`src/t2vi_pkg.sv`:
```
// Shared types and constants for the t2 variate inversion unit
package t2vi_pkg;
    localparam int OUT_WIDTH = 40;
    localparam int Q_WIDTH   = OUT_WIDTH + 1;

    typedef struct packed {
        logic valid;
        logic neg;      // result is negative
        logic special;  // sample was 0 or at least 1.0
        logic spec_pos; // special and at least 1.0
    } t_ctl;
endpackage

```
`src/t2vi_stage.sv`:
```
// One bit of the restoring square-root-division search
module t2vi_stage #(
    parameter int UNIFORM_FRAC_BITS = 32,
    parameter int RESULT_FRAC_BITS  = 16,
    parameter int BIT_POS           = 40
) (
    input  logic                                            i_clk,
    input  logic                                            i_rst_n,
    input  logic                                            i_adv,
    input  t2vi_pkg::t_ctl                                  i_ctl,
    input  logic [t2vi_pkg::Q_WIDTH-1:0]                    i_q,
    input  logic [t2vi_pkg::Q_WIDTH+2*UNIFORM_FRAC_BITS-1:0] i_p,
    input  logic [2*UNIFORM_FRAC_BITS+2*RESULT_FRAC_BITS-1:0] i_res,
    input  logic [2*UNIFORM_FRAC_BITS-1:0]                  i_den,
    output t2vi_pkg::t_ctl                                  o_ctl,
    output logic [t2vi_pkg::Q_WIDTH-1:0]                    o_q,
    output logic [t2vi_pkg::Q_WIDTH+2*UNIFORM_FRAC_BITS-1:0] o_p,
    output logic [2*UNIFORM_FRAC_BITS+2*RESULT_FRAC_BITS-1:0] o_res,
    output logic [2*UNIFORM_FRAC_BITS-1:0]                  o_den
);
    import t2vi_pkg::*;

    localparam int DW = 2 * UNIFORM_FRAC_BITS;
    localparam int TW = 2 * UNIFORM_FRAC_BITS + 2 * RESULT_FRAC_BITS;
    localparam int PW = Q_WIDTH + DW;
    localparam int XW = 2 * Q_WIDTH + DW + 1;

    t_ctl            r_ctl;
    logic [Q_WIDTH-1:0] r_q;
    logic [PW-1:0]   r_p;
    logic [TW-1:0]   r_res;
    logic [DW-1:0]   r_den;

    logic [XW-1:0]   w_term;
    logic            w_take;

    // (q + 2^b)^2 * D - q^2 * D = 2^(b+1) * q*D + 2^(2b) * D
    assign w_term = (XW'(i_p) << (BIT_POS + 1)) + (XW'(i_den) << (2 * BIT_POS));
    assign w_take = (w_term <= XW'(i_res));

    always_ff @(posedge i_clk) begin
        if (!i_rst_n) begin
            r_ctl <= '0;
        end else if (i_adv) begin
            r_ctl <= i_ctl;
        end
    end

    always_ff @(posedge i_clk) begin
        if (i_adv) begin
            r_den <= i_den;
            if (w_take) begin
                r_q   <= i_q | (Q_WIDTH'(1) << BIT_POS);
                r_res <= i_res - TW'(w_term);
                r_p   <= i_p + (PW'(i_den) << BIT_POS);
            end else begin
                r_q   <= i_q;
                r_res <= i_res;
                r_p   <= i_p;
            end
        end
    end

    assign o_ctl = r_ctl;
    assign o_q   = r_q;
    assign o_p   = r_p;
    assign o_res = r_res;
    assign o_den = r_den;
endmodule

```
`config.mk`:
```
export PLATFORM = sky130hd
export DESIGN_NAME = t2vi_stage
export DESIGN_NICKNAME = d
export VERILOG_FILES = /design/src/t2vi_pkg.sv /design/src/t2vi_stage.sv
export SDC_FILE = /design/constraint.sdc
export NUM_CORES = 1
export LEC_CHECK = 0
export ABC_AREA = 1
export ABC_CLOCK_PERIOD_IN_PS = 5040
export BUFFER_PORTS_ARGS = -buffer_cell sky130_fd_sc_hd__buf_2
export CORE_AREA = 4 4 241 243
export DETAILED_ROUTE_END_ITERATION = 8
export DIE_AREA = 0 0 245 247
export PLACE_DENSITY = 0.69
export RECOVER_POWER = 100
export SLEW_MARGIN = 25
export SYNTH_ARGS = -nofsm -noshare
export SYNTH_HDL_FRONTEND = slang
export SYNTH_SLANG_ARGS = --single-unit
```
`constraint.sdc`:
```
create_clock -name i_clk -period 5.04 [get_ports i_clk]
set_clock_uncertainty 0.05 [all_clocks]
set_input_delay 1.008 -clock i_clk [delete_from_list [all_inputs] [get_ports i_clk]]
set_output_delay 1.008 -clock i_clk [all_outputs]
set_load 0.01 [all_outputs]
```
==> metrics.md <==
| Metric | Value |
|---|---|
| Failing checks | `max-capacitance violations, max-slew violations` |
| Clock buffer depth | `3` |
| Mapped cell area | `0.0262 mm²` |
| F_max | `218 MHz` |
| Post-detail-place hpwl | `85,000 µm` |
| CTS tree | `done` |
| Period utilization | `91.1%` |
| Slew of the pin with the lowest slew margin | `2.50 ns` |
| Initial core utilization | `46.8%` |
| Detailed router's first-iteration violation count | `1,920` |
| Flop2flop setup slack | `4.36 ns` |
| Overflow after GRT | `0` |
| Ratio of cells with drive above 1 in the final layout | `6.80%` |
| VDD IR max | `237 µV` |
| Vias per inst | `5.30` |
| Drt wl/cell | `19.8 µm` |
| Critical path fanouts, max | `49` |
| Status | `finished, violations left` |
| Flops & latches, synth | `310` |
| Final hold viol count | `0` |
| PwrDens | `270 mW/mm²` |
| Vias in the first global route | `26,000` |
| Via count | `27,000` |
| Crit-path max cell delay | `0.40 ns` |
| DIE AREA | `0.0605 mm²` |
| Tmin final | `4.59 ns` |
| Worst path slowest cell | `fa_1` |
| DRC Markers | `0` |
| Max_slew headroom | `-66.6%` |
| Antenna violations before repair | `3` |
| Total CTS buffers | `36` |
| Final ANT Viol Nets | `0` |
| Skew-Pair Late Insertion Delay | `0.54 ns` |
| Max Cap Viol | `3` |
| Total Routing Usage GR | `31.8%` |
| Nets | `4,852` |
| Worst-path clk slew | `0.06 ns` |
| Area of the multi-input gates | `0.0144 mm²` |
| First-pass GRT wire length | `149,000 µm` |
| Layout fillers | `5,885` |
| Total wire length | `101,000 µm` |
| Worst Setup End Kind | `flip-flop` |
| Top FF cell, synth | `edfxtp_1` |
| Synth Area in Compound Gates | `11.2%` |
| Worst Path Arrival | `4.84 ns` |
| Instance count of the mapped netlist | `3,635` |
| Commonest cells post-synth | `nand2_1 (1,053), inv_1 (587), nor2_1 (391)` |
| Post-synthesis mux area share | `0%` |
| EDFF count, synth | `306` |
| IO buf count | `622` |
| Layout area overhead | `18.1%` |
| Layout Cell Area excl Fill | `0.0309 mm²` |
| Die extent in x | `245 µm` |
| TNS Setup | `0 ns` |
| Simple-Gate Fraction of Synth Area | `27.7%` |
| Final total power | `8.33 mW` |
| Largest net degree at the start of global routing | `97` |
| Die Y | `247 µm` |
| Cell family with most CP delay | `simple AND/OR/NAND/NOR gates` |
| Cell mode on critical path | `nand2_1` |
| Share of the synthesized area in the top cell type | `35.1%` |
| Seq/Total Area, Yosys | `35.4%` |
| CP Launch Type | `input pin` |
| Drt pass-1 iters | `5` |
| # Post-CTS Setup Buffers | `0` |
| Most common cell in the netlist | `nand2_1` |
| CP Buf/Inv Count | `5` |
| Syn avg cell area | `7.20 µm²` |
| Clk sinks | `310` |
| Syn Nets | `4,186` |
| Setup violators final | `0` |
| Area share of xor/xnor cells in the synthesized design | `4.49%` |
| Synth Warn # | `0` |
| # rows | `87` |
| Synth async-reset ratio | `0%` |
| Core ar. | `0.0560 mm²` |
| Leading area contributor after synthesis | `edfxtp_1` |
| Register area | `0.00927 mm²` |
| Top cells by area, synth | `edfxtp_1 (35%), nand2_1 (15%), ha_1 (11%)` |
| Ports | `623` |
| WHS | `0.468 ns` |
| Root Buffer | `clkbuf_16` |
| Routability cong. | `1.05` |
| Synth Area in Adders | `11.5%` |
| Main combinational cell family by area after synthesis | `simple AND/OR/NAND/NOR gates` |
| Area after DPL | `0.0304 mm²` |
| H-tree Lvls | `2` |
| Cell variety after synth | `45` |
| Critical path type | `input pin to flip-flop` |
| Pleak | `14.8 nW` |
| RSZ-0062 raised after global routing | `no` |
| Pins over their slew limit | `273` |
| Required time of the critical path | `5.29 ns` |
| Worst Hold Class | `flip-flop to flip-flop` |
## cell type report
type	instances	share of cell area (%)
Antenna cell	5	0.0405
Clock buffer	43	3.00
Inverter	593	7.21
Timing Repair Buffer	670	9.66
Clock inverter	20	0.510
Tap cell	756	3.06
Sequential cell	310	30.0
Multi-Input combinational cell	2690	46.5
## kinds of logic (layout without fill, tap and decap cells)
kind of cell,count (synthesis),in the layout
XOR/XNOR,134,134
AND/OR/NAND/NOR,1787,1787
adder cells (fa/ha/maj),238,238
other,0,5
AO/OA/AOI/OAI,531,531
flip-flops,310,310
buffers and inverters,635,1326
## placed cells by master (no fill, tap or decap), drive strengths merged, types with 8 or more instances in the layout
cell type / Yosys / routed
nor4: 8 / 8
nand3b: 9 / 9
nand2: 1055 / 1055
nand4: 34 / 34
o21ai: 147 / 147
buf: 40 / 221
clkinv: 1 / 12
o21bai: 20 / 20
nor3: 32 / 32
a31oi: 14 / 14
a21boi: 14 / 14
clkbuf: 2 / 492
nand3: 246 / 246
edfxtp: 306 / 306
ha: 235 / 235
o21a: 16 / 16
xor2: 97 / 97
a21oi: 274 / 274
a21o: 22 / 22
o211ai: 10 / 10
inv: 592 / 595
nor2: 397 / 397
xnor2: 37 / 37
## registers in the layout, summed over array words and instances (netlist names)
| name | cells |
|---|---|
| o_res | 96 |
| o_den | 64 |
| o_q | 41 |
| o_p | 105 |
| o_ctl | 4 |
## timing repair
action / 4_1_cts / 5_1_grt
resized for setup: 0 / 1
hold buffers: 0 / 0
endpoints found under the setup margin: 0 / 12
## routing by layer
| metal | part of all wire (%) | track usage [%] |
|---|---|---|
| met3 | 6.3 | 3.96 |
| met5 | 0 | 0 |
| met2 | 50 | 57.3 |
| met4 | 4.2 | 12.1 |
| met1 | 40 | 38.8 |
## where the power goes
part	switching [mW]	leakage (nW)	internal (mW)
Combinational	1.83	11.3	0.895
Clock	1.09	0.515	1.38
Sequential	0.0660	3.03	3.07
Total	2.99	14.8	5.34
## stage by stage
step | utilization, % | instances | setup WS (ns)
global placement | 54.3 | 5019 | 0.0724
detailed placement | 54.3 | 5019 | -0.113
CTS | 56.3 | 5082 | 0.430
global route | 55.2 | 5085 | 0.0386
floorplan | - | 3635 | 0.577
finish | 55.2 | 5087 | 0.450
## worst paths after layout
kind,start,cells after the start,end
worst max-delay path,i_p[39],31,o_p[69]
worst min-delay path,o_ctl[2],2,o_ctl[2]
worst max register to register,o_ctl[3],2,o_ctl[3]
worst min register to register,o_ctl[2],2,o_ctl[2]
## worst min-delay path, cell delays in order, from the launching register on
cell and delay (ns):
dfxtp_1 0.32, o21ai_0 0.08, nor2_1 0.08
Note: power is estimated with default switching activity, not from simulation.
